### src/rtl/wenc_pkg.sv
`default_nettype none
package wenc_pkg;

  localparam int unsigned WHEEL_COUNT = 2;
  localparam int unsigned WHEEL_W     = 1;
  localparam int unsigned TOTAL_W     = 32;
  localparam int unsigned REV_W       = 8;
  localparam int unsigned COUNT_W     = REV_W + 1;
  localparam int unsigned TIME_W      = 64;
  localparam int unsigned SPEED_W     = 32;
  localparam int unsigned DIST_W      = 48;
  localparam int unsigned CM_W        = 16;
  localparam int unsigned CFG_IDX_W   = 1;
  localparam int unsigned CFG_DATA_W  = 16;

  // shared multiplier operand widths
  localparam int unsigned MUL_A_W = 32;
  localparam int unsigned MUL_B_W = 20;
  localparam int unsigned MUL_P_W = MUL_A_W + MUL_B_W;

  // count * distance per notch, then * 1e6
  localparam int unsigned CNT_CM_W = COUNT_W + CM_W;
  localparam int unsigned NUM_W    = CNT_CM_W + MUL_B_W;
  localparam int unsigned STEP_W   = $clog2(NUM_W);

  localparam logic [MUL_B_W-1:0] US_PER_SECOND = MUL_B_W'(1000000);
  localparam logic [CM_W-1:0]    CM_RESET      = CM_W'(4096);
  localparam logic [REV_W-1:0]   NPR_RESET     = REV_W'(20);
  localparam logic [COUNT_W-1:0] FULL_REV      = COUNT_W'(256);

  localparam int unsigned OUT_DATA_W = TOTAL_W + DIST_W + SPEED_W;
  localparam int unsigned OUT_USER_W = 2;

  typedef enum logic [CFG_IDX_W-1:0] {
    CFG_NOTCH_PITCH     = 1'b0,
    CFG_NOTCHES_PER_REV = 1'b1
  } cfg_idx_e;

  typedef enum logic [6:0] {
    S_IDLE  = 7'b0000001,
    S_DIST  = 7'b0000010,
    S_SPD1  = 7'b0000100,
    S_SPD2  = 7'b0001000,
    S_DIVST = 7'b0010000,
    S_DIV   = 7'b0100000,
    S_DONE  = 7'b1000000
  } seq_state_e;

  typedef struct packed {
    logic start;
    logic done;
  } div_ctl_t;

endpackage : wenc_pkg
`default_nettype wire

### src/rtl/wenc_mul.sv
`default_nettype none
module wenc_mul (
  input  wire                              clk_i,
  input  wire  [wenc_pkg::MUL_A_W-1:0]     a_i,
  input  wire  [wenc_pkg::MUL_B_W-1:0]     b_i,
  output logic [wenc_pkg::MUL_P_W-1:0]     p_o
);
  import wenc_pkg::*;

  logic [MUL_P_W-1:0] p_q;
  logic [MUL_P_W-1:0] p_d;

  assign p_d = MUL_P_W'(a_i) * MUL_P_W'(b_i);

  always_ff @(posedge clk_i) begin
    p_q <= p_d;
  end

  assign p_o = p_q;

endmodule : wenc_mul
`default_nettype wire

### src/rtl/wenc_div.sv
`default_nettype none
module wenc_div (
  input  wire                             clk_i,
  input  wire                             rst_ni,
  input  wire                             start_i,
  input  wire  [wenc_pkg::NUM_W-1:0]      dividend_i,
  input  wire  [wenc_pkg::TIME_W-1:0]     divisor_i,
  output logic                            done_o,
  output logic [wenc_pkg::NUM_W-1:0]      quotient_o
);
  import wenc_pkg::*;

  logic              busy_q, busy_d;
  logic              done_q, done_d;
  logic [STEP_W-1:0] cnt_q, cnt_d;
  logic [NUM_W-1:0]  quo_q, quo_d;
  logic [TIME_W-1:0] rem_q, rem_d;
  logic [TIME_W-1:0] dsr_q, dsr_d;

  logic [TIME_W:0]   trial;
  logic [TIME_W:0]   diff;
  logic              fits;

  // restoring division, one quotient bit per cycle, dividend MSB first
  assign trial = {rem_q, quo_q[NUM_W-1]};
  assign diff  = trial - {1'b0, dsr_q};
  assign fits  = trial >= {1'b0, dsr_q};

  always_comb begin
    busy_d = busy_q;
    done_d = 1'b0;
    cnt_d  = cnt_q;
    quo_d  = quo_q;
    rem_d  = rem_q;
    dsr_d  = dsr_q;
    if (start_i) begin
      busy_d = 1'b1;
      cnt_d  = '0;
      quo_d  = dividend_i;
      rem_d  = '0;
      dsr_d  = divisor_i;
    end else if (busy_q) begin
      quo_d = {quo_q[NUM_W-2:0], fits};
      rem_d = fits ? diff[TIME_W-1:0] : trial[TIME_W-1:0];
      cnt_d = cnt_q + STEP_W'(1);
      if (cnt_q == STEP_W'(NUM_W - 1)) begin
        busy_d = 1'b0;
        done_d = 1'b1;
      end
    end
  end

  always_ff @(posedge clk_i or negedge rst_ni) begin
    if (!rst_ni) begin
      busy_q <= 1'b0;
      done_q <= 1'b0;
      cnt_q  <= '0;
    end else begin
      busy_q <= busy_d;
      done_q <= done_d;
      cnt_q  <= cnt_d;
    end
  end

  always_ff @(posedge clk_i) begin
    quo_q <= quo_d;
    rem_q <= rem_d;
    dsr_q <= dsr_d;
  end

  assign done_o     = done_q;
  assign quotient_o = quo_q;

endmodule : wenc_div
`default_nettype wire

### src/rtl/wheel_encoder_odometry_unit.sv
`default_nettype none
// Wheel encoder odometry. Each s_axis transaction is one notch edge: tuser selects the wheel,
// tdata carries its microsecond timestamp. Every edge yields one m_axis transaction with the
// wheel's wrapping notch total, its distance (total times the distance-per-notch register,
// Q.12 cm) and its latest speed (Q.12 cm/s). When the notches counted in the current
// revolution reach notches_per_rev (0 means 256) the speed is recomputed as
// count * distance per notch * 1e6 / elapsed_us, truncated and saturated to 32 bits; a zero
// interval keeps the old speed and leaves speed_new low. Each wheel's first interval starts
// at time zero. s_axis_tready is low while an edge is in work. An edge that does not refresh
// the speed goes through accept, distance product, count product and output load before the
// next one can be accepted; one that refreshes the speed also goes through the second product,
// the divider start and the bit-serial divider, which produces one of 45 quotient bits per cycle.
// One shared 32x20 multiplier computes distance and the speed dividend in turn. A finished
// result waits in the output register, so the next edge can be taken and worked on while
// m_axis is stalled; that edge then holds in its last step until the register frees up.
// Configuration is written through cfg_we_i/cfg_idx_i/cfg_data_i; the user must write it only
// while idle, as the block itself does not enforce this.
module wheel_encoder_odometry_unit (
  input  wire                                  clk_i,
  input  wire                                  rst_ni,
  // configuration write port
  input  wire                                  cfg_we_i,
  input  wire  [wenc_pkg::CFG_IDX_W-1:0]       cfg_idx_i,
  input  wire  [wenc_pkg::CFG_DATA_W-1:0]      cfg_data_i,
  // edge events
  input  wire                                  s_axis_tvalid,
  output logic                                 s_axis_tready,
  input  wire  [wenc_pkg::TIME_W-1:0]          s_axis_tdata,   // [63:0] now_us
  input  wire  [wenc_pkg::WHEEL_W-1:0]         s_axis_tuser,   // [0] wheel
  // results
  output logic                                 m_axis_tvalid,
  input  wire                                  m_axis_tready,
  output logic [wenc_pkg::OUT_DATA_W-1:0]      m_axis_tdata,   // [31:0] total_notches,
                                                               // [79:32] distance_q12,
                                                               // [111:80] speed_q12
  output logic [wenc_pkg::OUT_USER_W-1:0]      m_axis_tuser    // [0] which_wheel,
                                                               // [1] speed_new
);
  import wenc_pkg::*;

  // config registers
  logic [CM_W-1:0]  cm_q;
  logic [REV_W-1:0] npr_q;

  // per-wheel state
  logic [TOTAL_W-1:0] notch_total_q   [WHEEL_COUNT];
  logic [REV_W-1:0]   rev_notches_q   [WHEEL_COUNT];
  logic [TIME_W-1:0]  last_rev_time_q [WHEEL_COUNT];
  logic [SPEED_W-1:0] wheel_speed_q   [WHEEL_COUNT];

  // sequencer
  seq_state_e state_q, state_d;

  // per-transaction working registers
  logic [WHEEL_W-1:0] wheel_q;
  logic [TOTAL_W-1:0] total_q;
  logic [COUNT_W-1:0] count_q;
  logic [TIME_W-1:0]  dt_q;
  logic               rev_done_q;
  logic [DIST_W-1:0]  dist_q;
  logic               fresh_q;

  // output register
  logic                  out_valid_q;
  logic [OUT_DATA_W-1:0] out_data_q;
  logic [OUT_USER_W-1:0] out_user_q;

  logic               in_fire;
  logic               out_take;
  logic [WHEEL_W-1:0] in_wheel;
  logic [TOTAL_W-1:0] total_new;
  logic [COUNT_W-1:0] count_new;
  logic [COUNT_W-1:0] target;
  logic               rev_done_new;
  logic [TIME_W-1:0]  dt_new;
  logic               need_speed;

  logic [MUL_A_W-1:0] mul_a;
  logic [MUL_B_W-1:0] mul_b;
  logic [MUL_P_W-1:0] mul_p;

  div_ctl_t           div_ctl;
  logic [NUM_W-1:0]   div_q;
  logic [SPEED_W-1:0] speed_sat;

  assign s_axis_tready = (state_q == S_IDLE);
  assign in_fire       = s_axis_tvalid && s_axis_tready;
  assign in_wheel      = s_axis_tuser;

  // edge bookkeeping, all taken from state at the accepted transaction
  assign total_new    = notch_total_q[in_wheel] + TOTAL_W'(1);
  assign count_new    = {1'b0, rev_notches_q[in_wheel]} + COUNT_W'(1);
  assign target       = (npr_q == '0) ? FULL_REV : {1'b0, npr_q};
  assign rev_done_new = (count_new >= target);
  assign dt_new       = s_axis_tdata - last_rev_time_q[in_wheel];

  assign need_speed   = rev_done_q && (dt_q != '0);

  // result leaves S_DONE once the output register can take it
  assign out_take     = (state_q == S_DONE) && (!out_valid_q || m_axis_tready);

  // saturate the 45-bit quotient to 32 bits
  assign speed_sat = (div_q[NUM_W-1:SPEED_W] != '0) ? '1 : div_q[SPEED_W-1:0];

  // shared multiplier operand select
  always_comb begin
    mul_a = '0;
    mul_b = '0;
    unique case (state_q)
      S_DIST: begin
        mul_a = total_q;
        mul_b = MUL_B_W'(cm_q);
      end
      S_SPD1: begin
        mul_a = MUL_A_W'(count_q);
        mul_b = MUL_B_W'(cm_q);
      end
      S_SPD2: begin
        mul_a = MUL_A_W'(mul_p[CNT_CM_W-1:0]);
        mul_b = US_PER_SECOND;
      end
      S_IDLE, S_DIVST, S_DIV, S_DONE: begin
        mul_a = '0;
        mul_b = '0;
      end
      default: begin
        mul_a = '0;
        mul_b = '0;
      end
    endcase
  end

  assign div_ctl.start = (state_q == S_DIVST);

  // the distance product is caught in S_SPD1; waiting on a
  // full output register happens only in S_DONE
  always_comb begin
    state_d = state_q;
    unique case (state_q)
      S_IDLE:  if (in_fire) state_d = S_DIST;
      S_DIST:  state_d = S_SPD1;
      S_SPD1:  state_d = need_speed ? S_SPD2 : S_DONE;
      S_SPD2:  state_d = S_DIVST;
      S_DIVST: state_d = S_DIV;
      S_DIV:   if (div_ctl.done) state_d = S_DONE;
      S_DONE:  if (out_take) state_d = S_IDLE;
      default: state_d = S_IDLE;
    endcase
  end

  always_ff @(posedge clk_i or negedge rst_ni) begin
    if (!rst_ni) begin
      state_q <= S_IDLE;
    end else begin
      state_q <= state_d;
    end
  end

  always_ff @(posedge clk_i or negedge rst_ni) begin
    if (!rst_ni) begin
      cm_q  <= CM_RESET;
      npr_q <= NPR_RESET;
    end else if (cfg_we_i) begin
      unique case (cfg_idx_e'(cfg_idx_i))
        CFG_NOTCH_PITCH:     cm_q  <= cfg_data_i[CM_W-1:0];
        CFG_NOTCHES_PER_REV: npr_q <= cfg_data_i[REV_W-1:0];
        default: ;
      endcase
    end
  end

  // per-wheel state; speed written when the divide completes
  always_ff @(posedge clk_i or negedge rst_ni) begin
    if (!rst_ni) begin
      for (int k = 0; k < WHEEL_COUNT; k++) begin
        notch_total_q[k]   <= '0;
        rev_notches_q[k]   <= '0;
        last_rev_time_q[k] <= '0;
        wheel_speed_q[k]   <= '0;
      end
    end else begin
      if (in_fire) begin
        notch_total_q[in_wheel] <= total_new;
        if (rev_done_new) begin
          rev_notches_q[in_wheel]   <= '0;
          last_rev_time_q[in_wheel] <= s_axis_tdata;
        end else begin
          rev_notches_q[in_wheel] <= count_new[REV_W-1:0];
        end
      end
      if ((state_q == S_DIV) && div_ctl.done) begin
        wheel_speed_q[wheel_q] <= speed_sat;
      end
    end
  end

  // working registers
  always_ff @(posedge clk_i) begin
    if (in_fire) begin
      wheel_q    <= in_wheel;
      total_q    <= total_new;
      count_q    <= count_new;
      dt_q       <= dt_new;
      rev_done_q <= rev_done_new;
    end
    if (state_q == S_SPD1) begin
      dist_q <= mul_p[DIST_W-1:0];
    end
  end

  always_ff @(posedge clk_i or negedge rst_ni) begin
    if (!rst_ni) begin
      fresh_q <= 1'b0;
    end else if (in_fire) begin
      fresh_q <= 1'b0;
    end else if ((state_q == S_DIV) && div_ctl.done) begin
      fresh_q <= 1'b1;
    end
  end

  // output register; the wheel's stored speed is already current in S_DONE
  always_ff @(posedge clk_i or negedge rst_ni) begin
    if (!rst_ni) begin
      out_valid_q <= 1'b0;
    end else if (out_take) begin
      out_valid_q <= 1'b1;
    end else if (m_axis_tready) begin
      out_valid_q <= 1'b0;
    end
  end

  always_ff @(posedge clk_i) begin
    if (out_take) begin
      out_data_q <= {wheel_speed_q[wheel_q], dist_q, total_q};
      out_user_q <= {fresh_q, wheel_q};
    end
  end

  assign m_axis_tvalid = out_valid_q;
  assign m_axis_tdata  = out_data_q;
  assign m_axis_tuser  = out_user_q;

  wenc_mul u_mul (
    .clk_i (clk_i),
    .a_i   (mul_a),
    .b_i   (mul_b),
    .p_o   (mul_p)
  );

  wenc_div u_div (
    .clk_i      (clk_i),
    .rst_ni     (rst_ni),
    .start_i    (div_ctl.start),
    .dividend_i (mul_p[NUM_W-1:0]),
    .divisor_i  (dt_q),
    .done_o     (div_ctl.done),
    .quotient_o (div_q)
  );

  // divider reports completion only while the sequencer waits on it
  assert property (@(posedge clk_i) disable iff (!rst_ni)
    div_ctl.done |-> (state_q == S_DIV))
    else $error("divider done outside divide wait");

  // a divide is never launched on a zero interval
  assert property (@(posedge clk_i) disable iff (!rst_ni)
    (state_q == S_DIVST) |-> (dt_q != '0))
    else $error("divide started with zero interval");

  // every accepted edge leads to the distance step next
  assert property (@(posedge clk_i) disable iff (!rst_ni)
    in_fire |=> (state_q == S_DIST))
    else $error("accepted edge did not start work");

  // a fresh speed only follows a finished revolution with a nonzero interval
  assert property (@(posedge clk_i) disable iff (!rst_ni)
    ((state_q == S_DONE) && fresh_q) |-> need_speed)
    else $error("fresh speed without divide");

  // a stalled result holds steady
  assert property (@(posedge clk_i) disable iff (!rst_ni)
    (m_axis_tvalid && !m_axis_tready) |=>
      (m_axis_tvalid && $stable(m_axis_tdata) && $stable(m_axis_tuser)))
    else $error("result changed while stalled");

endmodule : wheel_encoder_odometry_unit
`default_nettype wire

### config.mk
export PLATFORM = sky130hd
export DESIGN_NAME = wheel_encoder_odometry_unit
export DESIGN_NICKNAME = d
export VERILOG_FILES = /design/src/rtl/wenc_pkg.sv /design/src/rtl/wenc_mul.sv /design/src/rtl/wenc_div.sv /design/src/rtl/wheel_encoder_odometry_unit.sv
export SDC_FILE = /design/constraint.sdc
export NUM_CORES = 2
export LEC_CHECK = 0
export BUFFER_PORTS_ARGS = -buffer_cell sky130_fd_sc_hd__buf_4
export CAP_MARGIN = 20
export CORE_MARGIN = 3
export CORE_UTILIZATION = 59
export DETAILED_ROUTE_END_ITERATION = 6
export GPL_TIMING_DRIVEN = 0
export PLACE_DENSITY = 0.76
export REMOVE_ABC_BUFFERS = 1
export SLEW_MARGIN = 40
export SYNTH_ARGS = -nofsm -noshare
export SYNTH_HDL_FRONTEND = slang
export SYNTH_SLANG_ARGS = --single-unit
### constraint.sdc
create_clock -name clk_i -period 13.1 [get_ports clk_i]
set_input_delay 3.93 -clock clk_i [delete_from_list [all_inputs] [get_ports clk_i]]
set_output_delay 3.93 -clock clk_i [all_outputs]
set_load 0.005 [all_outputs]
# After elaboration in Yosys (flattened, before gate mapping)
# Index checks and enable logic that the tools add are counted.
# totals
reg_bits	803
input_bits	87
out_inout_bits	116
elab_cells	124
# op_classes
add_sub_neg	5
mul	1
order_cmp	6
n_eq_ne	11
n_mux	49
bitwise	5
n_reduce_logical	19
# ops
op	n
$mux 64	5
$mux 32	9
$bwmux 128	1
$bwmux 64	2
$sub 64x64->64	2
$pmux 32 s3	1
$mux 45	2
$ge 65x64->1	1
$demux 32 s1	2
$demux 64 s1	1
$reduce_bool 64->1	1
$pmux 7 s7	1
$mul 32x20->48	1
$pmux 20 s2	1
$add 32x1->32 const B	1
$mux 8	4
$mux 7	4
$and 16x16->16	1
$bwmux 16	1
$mux 16	1
$not 16->16	1
$reduce_bool 13->1	1
$mux 6	2
$mux 1	10
other kinds (27)	40

# Depth between registers and ports, before layout
# depth
ltp_word	8
ltp_mapped	35
ltp_nobuf	31

# Hierarchy
# Synthesis repeated with hierarchy kept, for this count alone.
# hier_totals
cells_unflattened	5792
hier_area_um2	60190.2
# by_module_without_submodules
module	n_inst	cells_each	area_each_um2	seq_area_each_um2
wheel_encoder_odometry_unit	1	2169	27118.5	15715.1
wenc_mul	1	2443	21822.2	1041.0
wenc_div	1	1180	11249.5	4754.6

# Least setup slack after synthesis
# No wires, ideal clock.
# synth_path
path_type	input to register
start	input port m_axis_tready
end	register out_data_q[0], in the netlist m_axis_tdata[0], enable pin
setup_time_ps	625
t_arrival_ps	9475
t_required_ps	12475
path_slack_ps	3000
cell_stages	2
path_buffers	0
cell_sequence	inv_1 a21oi_1
# synth_via
elab_chain_len	2
# synth_lines
item	line_no	source
start: declaration	wheel_encoder_odometry_unit.sv:32	input wire m_axis_tready,
$logic_or 1x1->1	wheel_encoder_odometry_unit.sv:100	assign out_take = (state_q == S_DONE) && (!out_valid_q || m_axis_tready);
$logic_and 1x1->1	wheel_encoder_odometry_unit.sv:100	
net out_take	wheel_encoder_odometry_unit.sv:69	logic out_take;
end signal: assignment	wheel_encoder_odometry_unit.sv:234	out_data_q <= {wheel_speed_q[wheel_q], dist_q, total_q};
end: declaration	wheel_encoder_odometry_unit.sv:65	logic [OUT_DATA_W-1:0] out_data_q;
# The timed path passes the listed nets, and every way through them passes these cells.
# A chain may end at the register's enable or synchronous reset.

# Worst setup path in the final report
# layout_path
start	register state_q[5]
end	register u_mul.p_q[45], in the netlist u_mul.p_o[45]
# layout_via
elab_chain_len	4
elab_cells_between_ends	7
classes_between	1 x mul; 3 x eq/ne; 2 x mux; 1 x reduce/logical
# layout_lines
item	line_no	source
start: declaration	wheel_encoder_odometry_unit.sv:52	seq_state_e state_q, state_d;
start signal: assignment	wheel_encoder_odometry_unit.sv:155	state_q <= state_d;
$eq 7x3->1 or $eq 7x2->1 (tied branches)	wheel_encoder_odometry_unit.sv:109	unique case (state_q)
$reduce_or 2->1 (no line)	--	
$pmux 20 s2	wheel_encoder_odometry_unit.sv:109	
$mul 32x20->48 (*)	wenc_mul.sv:13	assign p_d = MUL_P_W'(a_i) * MUL_P_W'(b_i);
net u_mul.p_d[45]	wenc_mul.sv:11	logic [MUL_P_W-1:0] p_d;
end signal: assignment	wenc_mul.sv:16	p_q <= p_d;
end: declaration	wenc_mul.sv:10	logic [MUL_P_W-1:0] p_q;
# The timed path passes the listed nets; every way through them passes the cells marked *.

==> flow_metrics.tcl <==
set metrics [dict create \
    antenna_found_initial 5 \
    fin_util_pct 66.5 \
    cts_sinks 803 \
    dr.pass1.iters 7 \
    drt_iter0_drc 3716 \
    num_vias 42200 \
    synthArstFlopShare_pct 39.0 \
    crit_path_end "u_mul.p_o[45]" \
    rows 113 \
    min_path_cells 0 \
    crit_required_ns 13.72 \
    max_stage_delay_ns 0.66 \
    grt_pass1_vias 42900 \
    worstSetupPathType "flop to flop" \
    cts_resized 0 \
    drive_gt1_share_pct 12.0 \
    clock_skew_ns 0.0722 \
    ys.flop_type "edfxtp_1" \
    gr-total-overflow 0 \
    cts_tree "yes" \
    hold_class "flop to flop" \
    clock-root-buffer "clkbuf_16" \
    clock.fmax_mhz 93.1 \
    grt.total_usage_pct 30.2 \
    coreArea_um2 95700 \
    clkTransAtPathRegs_ns 0.08 \
    syn_area_per_cell_um2 10.1 \
    num_io_pins 203 \
    sequentialPowerShare_pct 38.6 \
    drv_slew 0 \
    insertion_delay_ns 0.71 \
    critPathMaxFanout 10 \
    powerDensity_nw_per_um2 145 \
    finalSetupViolCount 0 \
    setup_slack_ns 2.36 \
    cts_setup_buffers 0 \
    power.internal_mw 5.82 \
    cts.hold.buffers_added 0 \
    crit_path_frequent_cell "fa_1" \
    synth-edff-count 378 \
    rrSetupSlack_ns 2.36 \
    arrival_ns 11.37 \
    yosysWarningCount 0 \
    multiInputGateArea_um2 32500 \
    synthCells 5675 \
    grt_max_degree 87 \
    dp_slack_ns 2.53 \
    fin_nets 6689 \
    hpwl_mm 116 \
    status "complete, but fails checks" \
    reg2reg_from "state_q[5]" \
    p_comb_share_pct 34.7 \
    max-cap-violations 0 \
    drt.antenna.violating_nets 0 \
    wl_per_cell_um 21.3 \
    fin_crit_sh_pct 82.0 \
    switching_power_mw 3.38 \
    power_mw 9.20 \
    synth_seq_cells 803 \
    routed_wl_mm 152 \
    swShare_pct 36.7 \
    critPathLaunch "state_q[5]" \
    relSlewSlack_pct 36.6 \
    leakage_nw 29.6 \
    worst_setup_path_start_kind "flop" \
    reg2reg_to "u_mul.p_o[45]" \
    fill_cells 7389 \
    grt_pass1_wl_mm 241 \
    post-route-drc-count 5 \
    post_drt_via_cell_ratio 5.92 \
    violations "design-rule violations" \
    numCtsBuffers 84 \
    netlist_area_um2 57400 \
    worstMarginPinSlew_ns 0.942 \
    io_buffers 202 \
    gp_congestion 0.982 \
    ys_seq_area_share_pct 37.3 \
    fp.dieH_um 318 \
    worst_setup_path_end_kind "flop" \
    rsz0062_at_grt "no" \
    worstRegToRegCells 34 \
    die_w_um 318 \
    cpMaxStageDelayCell "or4b_2" \
    area_growth_pct 10.8 \
    h-tree-depth 3 \
    dieArea_um2 101000 \
    hold_violations 0 \
    max-vdd-ir-drop_uv 120 \
    start_util_pct 60.0 \
    period_needed_ns 10.74 \
    regArea_um2 21400 \
    synthDistinctLibCells 86 \
    clkPwrFrac_pct 26.7 \
    clock_tree.buffer_depth 3 \
]
[critical path, delay by kind of cell (launching register included)]
family | cells | cell delay, ns
flops | 1 | 0.41
compound gates | 6 | 1.82
simple gates | 10 | 3.10
fa+ha+maj | 8 | 3.79
buf+inv | 10 | 1.60
[state kept, by name, summed over array words and instances, names as in the netlist, 2 cells and up]
register          count
m_axis_tdata        112
m_axis_tuser          2
notch_total_q        64
state_q               7
count_q               9
u_div.rem_q          64
dist_q               48
cm_q                 16
u_div.cnt_q           6
rev_notches_q        16
dt_q                 64
u_mul.p_o            48
total_q              32
wheel_speed_q        64
npr_q                 8
last_rev_time_q     128
u_div.dsr_q          64
u_div.quotient_o     45
[per-stage QoR]
step	hold slack (ns)	TNS [ns]	instance area, um2	std cells
2_1_floorplan	0.386	-37.91	56400	5427
3_3_place_gp	0.392	-385.01	59500	6894
3_5_place_dp	0.390	0	60700	6974
4_1_cts	0.404	0	63600	7132
5_1_grt	0.413	0	63600	7133
6_report	0.403	0	63600	7135
[cell usage after synthesis, types with 29 or more instances]
master    instances  share of area [%]
mux2_2          220                4.3
xor2_1           74                1.1
edfxtp_1        378                 20
nor3_1           46               0.40
mux2i_1         102                1.8
dfxtp_1         112                3.9
fa_1            524                 18
dfrtp_1         309                 13
a21oi_1         335                2.9
nand2_1         778                5.1
clkbuf_1        218                1.4
and3_1           47               0.51
ha_1            283                6.2
nor4_1           32               0.35
o21bai_1         36               0.47
nand4_1          53               0.58
buf_2            29               0.25
nor2b_1          32               0.35
xnor2_1         133                2.0
a211oi_1         54               0.71
nor2_1          430                2.8
a21o_1          111                1.5
o21ai_0         184                1.6
and2_1           56               0.61
inv_1           722                4.7
nand3_1          57               0.50
[how the worst min path moves through the flow]
stage / start / endpoint / slack [ns]
2_1_floorplan: u_mul.p_o[45] / dist_q[45] / 0.39
3_3_place_gp: u_mul.p_o[46] / dist_q[46] / 0.39
5_1_grt: dist_q[1] / m_axis_tdata[33] / 0.41
3_5_place_dp: u_mul.p_o[47] / dist_q[47] / 0.39
6_report: dist_q[45] / m_axis_tdata[77] / 0.40
4_1_cts: dist_q[45] / m_axis_tdata[77] / 0.40
[cells in the final DEF (no fill, tap or decap), types with 55 or more instances in the layout]
| cell | count |
|---|---|
| a21o_1 | 110 |
| a21oi_1 | 330 |
| buf_4 | 214 |
| clkbuf_16 | 88 |
| dfrtp_1 | 308 |
| dfxtp_1 | 112 |
| edfxtp_1 | 378 |
| fa_1 | 524 |
| ha_1 | 283 |
| inv_1 | 721 |
| mux2_2 | 220 |
| mux2i_1 | 102 |
| nand2_1 | 773 |
| nand3_1 | 55 |
| nor2_1 | 428 |
| o21ai_0 | 184 |
| xnor2_1 | 133 |
| xor2_1 | 74 |
[logic make-up after synthesis]
family | synth area share, %
adder cells (fa/ha/maj) | 24.4
other | 0.0131
XOR/XNOR | 3.16
flip-flops | 37.3
buffers and inverters | 6.55
multiplexers | 6.09
AND/OR/NAND/NOR | 12.4
AO/OA/AOI/OAI | 10.0
[layer usage]
layer | routed length [um] | GRT usage, % | up-vias
li1 | - | - | 19100
met4 | 6080 | 11.5 | 0
met2 | 68300 | 46.9 | 1772
met5 | 0 | 0 | -
met3 | 14100 | 6.33 | 364
met1 | 63200 | 42.2 | 21000
[power by group through the flow]
stage | Clock (mW) | Sequential [mW] | Combinational [mW]
after floorplan | 0 | 3.42 | 2.26
after global placement | 0 | 3.60 | 2.97
after detailed placement | 0 | 3.58 | 3.12
after CTS | 2.50 | 3.54 | 3.15
after global routing | 2.61 | 3.59 | 3.53
final | 2.46 | 3.55 | 3.19
[layout make-up]
cell class,count,area share (%)
diodes,3,0.0118
clock buffers,106,3.60
clock inverters,52,0.883
inverters,724,4.29
multi-input cells,3900,51.1
flip-flops and latches,803,33.7
well taps,1265,2.49
repair buffers,282,3.96
Note: power is estimated with default switching activity, not from simulation.
